### src/hw/rtl/cpfm_pkg.sv
`timescale 1ns / 1ps
package cpfm_pkg;

  localparam int NUM_CHANNELS = 2;
  localparam int COUNTER_BITS = 16;
  localparam int CH_W         = 1;
  localparam int TICK_W       = 27;
  localparam int PERIOD_W     = COUNTER_BITS + 1;
  localparam int DIV_CNT_W    = $clog2(TICK_W);
  localparam int QUEUE_DEPTH  = 2;

  localparam logic [TICK_W-1:0] TICK_RATE_RESET = TICK_W'(1000000);

  typedef struct packed {
    logic [CH_W-1:0]         channel;
    logic [COUNTER_BITS-1:0] capture_value;
  } in_t;

  typedef struct packed {
    logic [CH_W-1:0]     result_channel;
    logic [PERIOD_W-1:0] period_ticks;
    logic [TICK_W-1:0]   frequency_hz;
  } out_t;

  // one pending measurement between the capture side and the divider
  typedef struct packed {
    logic [CH_W-1:0]     channel;
    logic [PERIOD_W-1:0] period;
  } job_t;

endpackage

### src/hw/rtl/capture_pair_frequency_meter.sv
`timescale 1ns / 1ps
// Two-channel capture-pair frequency meter.
// in channel: one timer capture per beat (channel, capture_value), valid/ready.
// out channel: one beat per completed pair (result_channel, period_ticks,
//   frequency_hz), valid/ready, from an output register.
// cfg port: cfg_we_i writes tick_rate_hz from cfg_wdata_i; write only when idle.
// A first capture of a pair is stored for its channel and gives no beat.
// A second capture enters a two-entry queue; the divider takes it from there when
// idle, produces one quotient bit per cycle, then loads the output register,
// which raises out_valid_o. The radix-2 divider takes a new pair only after it
// has loaded the last result.
// While the divider runs, the queue absorbs up to two pending pairs; with the
// queue full, in_ready_o drops.
// If the receiver stalls, the result stays in the output register, the next
// division finishes and waits, and the queue then fills.
// Reset clears both channels to waiting for a first capture, empties the
// queue and output, and sets tick_rate_hz to 1000000.
module capture_pair_frequency_meter
  import cpfm_pkg::*;
(
  input  logic              clk_i,
  input  logic              rst_ni,
  input  logic              in_valid_i,
  output logic              in_ready_o,
  input  in_t               in_i,
  output logic              out_valid_o,
  input  logic              out_ready_i,
  output out_t              out_o,
  input  logic              cfg_we_i,
  input  logic [TICK_W-1:0] cfg_wdata_i
);

  logic [TICK_W-1:0] tick_rate_q;
  logic              job_push;
  job_t              job_in;
  logic              q_full;
  logic              q_empty;
  job_t              job_out;
  logic              job_pop;

  always_ff @(posedge clk_i or negedge rst_ni) begin
    if (!rst_ni) begin
      tick_rate_q <= TICK_RATE_RESET;
    end else if (cfg_we_i) begin
      tick_rate_q <= cfg_wdata_i;
    end
  end

  cpfm_front u_front (
    .clk_i       (clk_i),
    .rst_ni      (rst_ni),
    .in_valid_i  (in_valid_i),
    .in_ready_o  (in_ready_o),
    .in_i        (in_i),
    .job_valid_o (job_push),
    .job_o       (job_in),
    .job_ready_i (!q_full)
  );

  cpfm_queue u_queue (
    .clk_i       (clk_i),
    .rst_ni      (rst_ni),
    .push_i      (job_push),
    .push_data_i (job_in),
    .full_o      (q_full),
    .pop_i       (job_pop),
    .pop_data_o  (job_out),
    .empty_o     (q_empty)
  );

  cpfm_divider u_divider (
    .clk_i       (clk_i),
    .rst_ni      (rst_ni),
    .job_valid_i (!q_empty),
    .job_ready_o (job_pop),
    .job_i       (job_out),
    .tick_rate_i (tick_rate_q),
    .out_valid_o (out_valid_o),
    .out_ready_i (out_ready_i),
    .out_o       (out_o)
  );

`ifndef SYNTHESIS
  a_no_push_when_full: assert property (@(posedge clk_i) disable iff (!rst_ni)
    job_push |-> !q_full)
    else $error("queue push while full");

  a_period_nonzero: assert property (@(posedge clk_i) disable iff (!rst_ni)
    out_valid_o |-> (out_o.period_ticks != '0))
    else $error("zero period on output");

  a_freq_bounded: assert property (@(posedge clk_i) disable iff (!rst_ni)
    (out_valid_o && !cfg_we_i) |-> (out_o.frequency_hz <= tick_rate_q))
    else $error("frequency above tick rate");
`endif

endmodule

### src/hw/rtl/cpfm_front.sv
`timescale 1ns / 1ps
module cpfm_front
  import cpfm_pkg::*;
(
  input  logic clk_i,
  input  logic rst_ni,
  input  logic in_valid_i,
  output logic in_ready_o,
  input  in_t  in_i,
  output logic job_valid_o,
  output job_t job_o,
  input  logic job_ready_i
);

  logic [NUM_CHANNELS-1:0] awaiting_q, awaiting_d;
  logic [COUNTER_BITS-1:0] first_q [NUM_CHANNELS];
  logic [COUNTER_BITS-1:0] diff;
  logic                    accept;
  logic                    ch_ok;

  assign in_ready_o = job_ready_i;
  assign accept     = in_valid_i && in_ready_o;
  assign ch_ok      = 32'(in_i.channel) < NUM_CHANNELS;

  // wrapped difference; equal captures mean one full counter wrap
  assign diff         = in_i.capture_value - first_q[in_i.channel];
  assign job_o.channel = in_i.channel;
  assign job_o.period  = {~|diff, diff};
  assign job_valid_o   = accept && ch_ok && awaiting_q[in_i.channel];

  always_comb begin
    awaiting_d = awaiting_q;
    if (accept && ch_ok) begin
      awaiting_d[in_i.channel] = ~awaiting_q[in_i.channel];
    end
  end

  always_ff @(posedge clk_i or negedge rst_ni) begin
    if (!rst_ni) begin
      awaiting_q <= '0;
    end else begin
      awaiting_q <= awaiting_d;
    end
  end

  always_ff @(posedge clk_i) begin
    if (accept && ch_ok && !awaiting_q[in_i.channel]) begin
      first_q[in_i.channel] <= in_i.capture_value;
    end
  end

endmodule

### src/hw/rtl/cpfm_queue.sv
`timescale 1ns / 1ps
module cpfm_queue
  import cpfm_pkg::*;
(
  input  logic clk_i,
  input  logic rst_ni,
  input  logic push_i,
  input  job_t push_data_i,
  output logic full_o,
  input  logic pop_i,
  output job_t pop_data_o,
  output logic empty_o
);

  localparam int PtrW = $clog2(QUEUE_DEPTH);
  localparam int CntW = $clog2(QUEUE_DEPTH + 1);

  job_t            mem_q [QUEUE_DEPTH];
  logic [PtrW-1:0] wr_ptr_q, wr_ptr_d;
  logic [PtrW-1:0] rd_ptr_q, rd_ptr_d;
  logic [CntW-1:0] count_q, count_d;
  logic            do_push, do_pop;

  assign full_o     = count_q == CntW'(QUEUE_DEPTH);
  assign empty_o    = count_q == '0;
  assign do_push    = push_i && !full_o;
  assign do_pop     = pop_i && !empty_o;
  assign pop_data_o = mem_q[rd_ptr_q];

  always_comb begin
    wr_ptr_d = wr_ptr_q;
    rd_ptr_d = rd_ptr_q;
    count_d  = count_q;
    if (do_push) begin
      wr_ptr_d = (wr_ptr_q == PtrW'(QUEUE_DEPTH - 1)) ? '0 : wr_ptr_q + 1'b1;
    end
    if (do_pop) begin
      rd_ptr_d = (rd_ptr_q == PtrW'(QUEUE_DEPTH - 1)) ? '0 : rd_ptr_q + 1'b1;
    end
    if (do_push && !do_pop) begin
      count_d = count_q + 1'b1;
    end else if (do_pop && !do_push) begin
      count_d = count_q - 1'b1;
    end
  end

  always_ff @(posedge clk_i or negedge rst_ni) begin
    if (!rst_ni) begin
      wr_ptr_q <= '0;
      rd_ptr_q <= '0;
      count_q  <= '0;
    end else begin
      wr_ptr_q <= wr_ptr_d;
      rd_ptr_q <= rd_ptr_d;
      count_q  <= count_d;
    end
  end

  always_ff @(posedge clk_i) begin
    if (do_push) begin
      mem_q[wr_ptr_q] <= push_data_i;
    end
  end

endmodule

### src/hw/rtl/cpfm_divider.sv
`timescale 1ns / 1ps
module cpfm_divider
  import cpfm_pkg::*;
(
  input  logic              clk_i,
  input  logic              rst_ni,
  input  logic              job_valid_i,
  output logic              job_ready_o,
  input  job_t              job_i,
  input  logic [TICK_W-1:0] tick_rate_i,
  output logic              out_valid_o,
  input  logic              out_ready_i,
  output out_t              out_o
);

  localparam logic [1:0] StIdle = 2'd0;
  localparam logic [1:0] StRun  = 2'd1;
  localparam logic [1:0] StDone = 2'd2;

  logic [1:0]           state_q, state_d;
  logic [DIV_CNT_W-1:0] cnt_q, cnt_d;
  logic [PERIOD_W:0]    rem_q, rem_d;
  logic [TICK_W-1:0]    quo_q, quo_d;
  logic [PERIOD_W-1:0]  div_q, div_d;
  logic [CH_W-1:0]      ch_q, ch_d;
  logic                 out_valid_q, out_valid_d;
  out_t                 out_q, out_d;
  logic [PERIOD_W:0]    rem_shift;
  logic [PERIOD_W+1:0]  trial;
  logic                 load_out;

  // restoring division, one quotient bit per cycle, msb first
  assign rem_shift = {rem_q[PERIOD_W-1:0], quo_q[TICK_W-1]};
  assign trial     = {1'b0, rem_shift} - {2'b00, div_q};

  assign job_ready_o = state_q == StIdle;
  assign load_out    = (state_q == StDone) && (!out_valid_q || out_ready_i);
  assign out_valid_o = out_valid_q;
  assign out_o       = out_q;

  always_comb begin
    state_d     = state_q;
    cnt_d       = cnt_q;
    rem_d       = rem_q;
    quo_d       = quo_q;
    div_d       = div_q;
    ch_d        = ch_q;
    out_valid_d = out_valid_q;
    out_d       = out_q;
    if (out_valid_q && out_ready_i) begin
      out_valid_d = 1'b0;
    end
    case (state_q)
      StIdle: begin
        if (job_valid_i) begin
          rem_d   = '0;
          quo_d   = tick_rate_i;
          div_d   = job_i.period;
          ch_d    = job_i.channel;
          cnt_d   = '0;
          state_d = StRun;
        end
      end
      StRun: begin
        if (trial[PERIOD_W+1]) begin
          rem_d = rem_shift;
          quo_d = {quo_q[TICK_W-2:0], 1'b0};
        end else begin
          rem_d = trial[PERIOD_W:0];
          quo_d = {quo_q[TICK_W-2:0], 1'b1};
        end
        cnt_d = cnt_q + 1'b1;
        if (cnt_q == DIV_CNT_W'(TICK_W - 1)) begin
          state_d = StDone;
        end
      end
      StDone: begin
        if (load_out) begin
          out_valid_d          = 1'b1;
          out_d.result_channel = ch_q;
          out_d.period_ticks   = div_q;
          out_d.frequency_hz   = quo_q;
          state_d              = StIdle;
        end
      end
      default: begin
        state_d = StIdle;
      end
    endcase
  end

  always_ff @(posedge clk_i or negedge rst_ni) begin
    if (!rst_ni) begin
      state_q     <= StIdle;
      out_valid_q <= 1'b0;
    end else begin
      state_q     <= state_d;
      out_valid_q <= out_valid_d;
    end
  end

  always_ff @(posedge clk_i) begin
    cnt_q <= cnt_d;
    rem_q <= rem_d;
    quo_q <= quo_d;
    div_q <= div_d;
    ch_q  <= ch_d;
    out_q <= out_d;
  end

endmodule
### config.mk
export PLATFORM = sky130hd
export DESIGN_NAME = capture_pair_frequency_meter
export DESIGN_NICKNAME = d
export VERILOG_FILES = /design/src/hw/rtl/cpfm_pkg.sv /design/src/hw/rtl/capture_pair_frequency_meter.sv /design/src/hw/rtl/cpfm_front.sv /design/src/hw/rtl/cpfm_queue.sv /design/src/hw/rtl/cpfm_divider.sv
export SDC_FILE = /design/constraint.sdc
export NUM_CORES = 1
export LEC_CHECK = 0
export BUFFER_PORTS_ARGS = -buffer_cell sky130_fd_sc_hd__buf_2
export CELL_PAD_IN_SITES_DETAIL_PLACEMENT = 0
export CELL_PAD_IN_SITES_GLOBAL_PLACEMENT = 1
export CORE_MARGIN = 4
export CORE_UTILIZATION = 51
export CTS_BUF_LIST = sky130_fd_sc_hd__clkbuf_8
export DETAILED_ROUTE_END_ITERATION = 8
export PLACE_DENSITY_LB_ADDON = 0.1
export SYNTH_ARGS = -nofsm -noshare
export SYNTH_HDL_FRONTEND = slang
export SYNTH_SLANG_ARGS = --single-unit
### constraint.sdc
create_clock -name clk_i -period 4 [get_ports clk_i]
set_clock_uncertainty 0.2 [all_clocks]
set_input_delay 0.8 -clock clk_i [delete_from_list [all_inputs] [get_ports clk_i]]
set_output_delay 0.8 -clock clk_i [all_outputs]
set_load 0.03 [all_outputs]
# Word-level counts from Yosys, hierarchy flattened
# Memory sizes are Yosys's and may differ from the RTL's. A register that Yosys moved wholly into a read port is not among the register bits.
# Cells that the tools add are included.
# classes
n_addsub	7
n_mul	0
div_mod_pow	0
order_cmp	2
eq_ne	7
n_shift	0
n_mux	28
n_bitwise	2
reduce_logical	27
# ops
op	count
27-bit case mux with 2 select lines	1
17-bit two-way mux	2
17-bit case mux with 2 select lines	1
27-bit two-way mux	1
18-bit by 17-bit subtractor with 19-bit output	1
16-bit OR reduction	1
16-bit subtractor	1
1-bit two-way mux	13
1-bit logical AND	10
2-bit two-way mux	5
5-bit case mux with 2 select lines	1
1-bit logical NOT	7
2-bit case mux with 3 select lines	1
2-bit AND reduction	3
5-bit by 1-bit adder with 5-bit output (second input constant)	1
5-bit == test (second input constant)	1
5-bit two-way mux	1
2-bit == test (second input constant)	2
2-bit logical NOT	2
2-bit by 1-bit inequality test with 1-bit output (second input constant)	2
2-bit nonzero test	2
3-bit AND reduction	1
1-bit adder (second input constant)	2
2-bit by 1-bit adder with 2-bit output (second input constant)	1
other kinds (9)	10
# totals
reg_bits	130
latchBits	0
mem_bits_rw	68
mem_bits_ro	0
input_bits	49
out_inout_bits	47
elab_cells	88
mem_count	2
# mem_list
name	words	word_bits	rd	rd_ports_with_merged_regs	wr	line_no	rtl
u_queue.mem_q	2	18	1	1	1	cpfm_queue.sv:18	job_t mem_q [QUEUE_DEPTH];
u_front.first_q	2	16	1	0	1	cpfm_front.sv:16	logic [COUNTER_BITS-1:0] first_q [NUM_CHANNELS];

# Depth between registers and ports, before layout
# depth
ltp_word	9
depth_mapped	12
ltp_nobuf	11

# Modules after synthesis
# From an unflattened synthesis, not the netlist that was laid out.
# unflattened
hier_cells	726
area_unflattened_um2	9997.1
# modules_own_cells
module	instances	cells_each	area_each_um2	seq_area_each_um2
cpfm_divider	1	414	5210.0	3438.3
cpfm_front	1	178	2119.5	1011.0
cpfm_queue	1	75	1545.2	1181.1
capture_pair_frequency_meter	1	59	1122.3	684.4

# Least setup slack after synthesis
# Ideal clock, no wire load.
# synth_path
path_type	input to register
start	input in_i[16] (netlist bit)
end	memory u_queue.mem_q[0][16] (netlist bit), data pin
setup_ns	0.268
arrival_ns	3.598
required_time_ns	3.532
slack_ns	-0.066
path_stages	11
n_path_buf	2
cell_sequence	clkbuf_1 > buf_1 > mux2i_1 > ha_1 > a21oi_1 > nand2_1 > o21ai_1 > or4b_2 > o211ai_1 > nand4bb_1 > nor4b_2
# synth_lines
element	line_no	rtl
start: declaration	capture_pair_frequency_meter.sv:25	input in_t in_i,
end: declaration	cpfm_queue.sv:18	

==> flow_metrics.py <==
metrics = {
    "sta": {
        "grt_setup_unrepaired": "false",
        "final-max-slew-violation-count": 0,
        "tightest_slew_ps": 1110,
        "period_share_pct": 85.8,
        "fin_hold_ws_ps": 200,
        "layout_setup_ws_ps": 569,
        "period_needed_ps": 3430,
        "max_slew_margin_pct": 25.8,
        "setup_viol": 0,
        "finalHoldViolations": 0,
        "max_freq_ghz": 0.291,
        "setup-tns-final_ps": 0,
    },
    "synth": {
        "synth.top_cell.area_share_pct": 57.1,
        "synth_flop_cell": "edfxtp_1",
        "syn_inst": 691,
        "avgSynthCellArea_um2": 13.7,
        "synth_area_leaders": "edfxtp_1, dfrtp_1, mux2_2, ha_1, nand2_1",
        "synth_top_area_cell": "edfxtp_1",
        "yosys_warnings": 0,
        "synth_seq_cells": 216,
        "async_reset_ff_share_pct": 16.7,
        "synth_area_mm2": 0.00947,
        "synth_edf_count": 180,
        "synth_cell_type_count": 55,
        "seq_area_frac_synth_pct": 66.7,
        "syn_nets": 778,
    },
    "setup_path": {
        "cp-start-kind": "primary input",
        "path_class": "in2reg",
        "path_max_fanout": 3,
        "worst_ep_arrival_time_ps": 3560,
        "endpoint_kind": "flip-flop",
        "ff2ff_setup_slack_ps": 710,
        "required_ps": 4130,
    },
    "floorplanning": {
        "die_h_um": 144,
        "die_x_um": 144,
        "dieArea_mm2": 0.0208,
        "io_pins": 96,
        "num_rows": 49,
        "start_util_pct": 52.4,
        "core_area_mm2": 0.0181,
    },
    "job": {
        "drv_cap": 0,
    },
    "global_routing": {
        "grt_use_total_pct": 17.1,
        "first_global_vias": 5733,
        "grt.overflow.total": 0,
        "grt_max_degree": 52,
        "grt_pass1_wl_um": 28400,
        "antenna_found_initial": 0,
    },
    "final_layout": {
        "fin_area_mm2": 0.0109,
        "nFillCells": 1445,
        "final_common_cell": "edfxtp_1",
        "nets": 905,
        "layout_common_cells": "edfxtp_1, nand2_1, buf_2",
        "drive_above_1_share_pct": 25.9,
        "area.growth.synth_to_final_pct": 15.5,
        "diodes": 0,
        "final_util_pct": 60.5,
    },
    "detailed_routing": {
        "ant_nets": 0,
        "dr_wl_met2_um": 8110,
        "via_per_inst": 5.24,
        "wl_met1_um": 8010,
        "post_drt_wl_per_cell_um": 16.1,
        "routed-wl-met3_um": 823,
        "dr.pass1.iters": 4,
        "dr.max_layer_used": "met4",
        "wl_um": 17300,
        "drcViolationCount": 0,
        "vias": 5607,
        "drt_iter0_markers": 264,
    },
    "clock_tree": {
        "cts.path.max_buffers": 3,
        "cts_root_buf": "clkbuf_8",
        "cts_resized": 0,
        "holdBufCountCts": 0,
        "clk_latency_ps": 510,
        "cts_setup_buffers": 0,
        "cts_made_buffers": 37,
        "tritoncts": "done",
        "cts.sink_count": 216,
        "cts.reportedPaths.clkPinSlew_ps": 60,
        "htreeDepth": 2,
    },
    "place": {
        "place.gp.congestion": 0.795,
        "placed_area_mm2": 0.0103,
        "dp_hpwl_um": 11600,
        "port_buffers": 95,
        "place_ws_ps": 44.7,
    },
    "status": {
        "status": "finished, final reports clean",
    },
    "pwr": {
        "p_leak_nw": 4.50,
        "max-vdd-ir-drop_v": 0.000328,
        "power_density_mw_per_mm2": 671,
    },
    "hold_path": {
        "hold_path.class": "in2async",
    },
}
## layout make-up
| cell class | instances | area (um^2) | area share, % |
|---|---|---|---|
| clock buffer | 40 | 551 | 5.03 |
| timing repair buffer | 106 | 571 | 5.22 |
| clock inverter | 23 | 95.1 | 0.869 |
| tap | 229 | 287 | 2.62 |
| sequential | 216 | 6310 | 57.7 |
| multi-input combinational | 426 | 3000 | 27.5 |
| inverter | 31 | 116 | 1.06 |
## layer usage
layer | vias to the layer above | track usage [%]
met5 | - | 0
met4 | 0 | 6.19
met3 | 29 | 3.64
met2 | 111 | 26.8
met1 | 2685 | 23.7
li1 | 2782 | -
## per-stage QoR
step / cells / power, mW
after floorplan: 691 / 5.10
after global placement: 1008 / 5.56
after detailed placement: 1008 / 5.65
after CTS: 1071 / 7.44
after global routing: 1071 / 7.87
final: 1071 / 7.34
## power breakdown
group | leakage, nW | switching (mW) | internal, mW | total, mW
clock | 0.388 | 0.817 | 0.914 | 1.73
sequential | 2.14 | 0.279 | 3.21 | 3.49
combinational | 1.97 | 1.21 | 0.905 | 2.12
total | 4.50 | 2.31 | 5.03 | 7.34
## path summary, 6_finish.rpt
kind / start / endpoint / depth (start not counted)
worst min register to register: u_divider.ch_q / u_divider.out_o[44] / 0
max in group asynchronous: rst_ni / tick_rate_q[7] / 1
worst min-delay path: rst_ni / tick_rate_q[20] / 1
worst max-delay path: in_i[16] / u_queue.mem_q[0][16] / 12
min in group clk_i: u_divider.ch_q / u_divider.out_o[44] / 0
worst max register to register: u_front.first_q[1][0] / u_queue.mem_q[0][16] / 11
## cells in the mapped netlist (all sizes together) (3+ instances only)
master and instances:
dfstp 7, mux2i 21, nor3 9, mux2 48, o211ai 4, buf 4
a211oi 7, a21o 5, a21oi 23, xnor2 17, o21a 6, o21ai 27
clkbuf 14, nand3 8, ha 36, nor2 37, nand2b 8, o31a 4
nor2b 5, a31oi 3, and2 7, dfrtp 29, edfxtp 180, inv 31
xor2 10, and3 5, nand2 107
## critical path, cell delays in order
cell and delay [ps]:
buf_2 110, mux2_2 210, ha_1 160, inv_1 60, fa_1 390, a21o_1 190, a21oi_2 150, xnor2_1 100
or4_1 540, a2111oi_2 370, nand4bb_1 170, nor4b_2 300
## flip-flops by register name (all words and copies together) (netlist names)
register / flops
tick_rate_q: 27
u_divider.cnt_q: 5
u_front.awaiting_q: 2
u_front.first_q: 32
u_queue.count_q: 2
u_divider.state_q: 2
u_divider.rem_q: 17
u_queue.rd_ptr_q: 1
u_divider.out_o: 45
u_divider.quo_q: 27
u_divider.out_valid_o: 1
u_queue.mem_q: 36
u_divider.div_q: 17
u_divider.ch_q: 1
u_queue.wr_ptr_q: 1
## cells by family (layout without fill, tap and decap cells)
group,count (synthesis),count (layout),share of synthesized area (%)
compound gates,95,95,6.54
mux,69,69,7.92
flops,216,216,66.7
fa+ha+maj,38,38,5.18
simple gates,197,197,9.26
buf+inv,49,200,1.95
xor+xnor,27,27,2.50
Note: power is estimated with default switching activity, not from simulation.
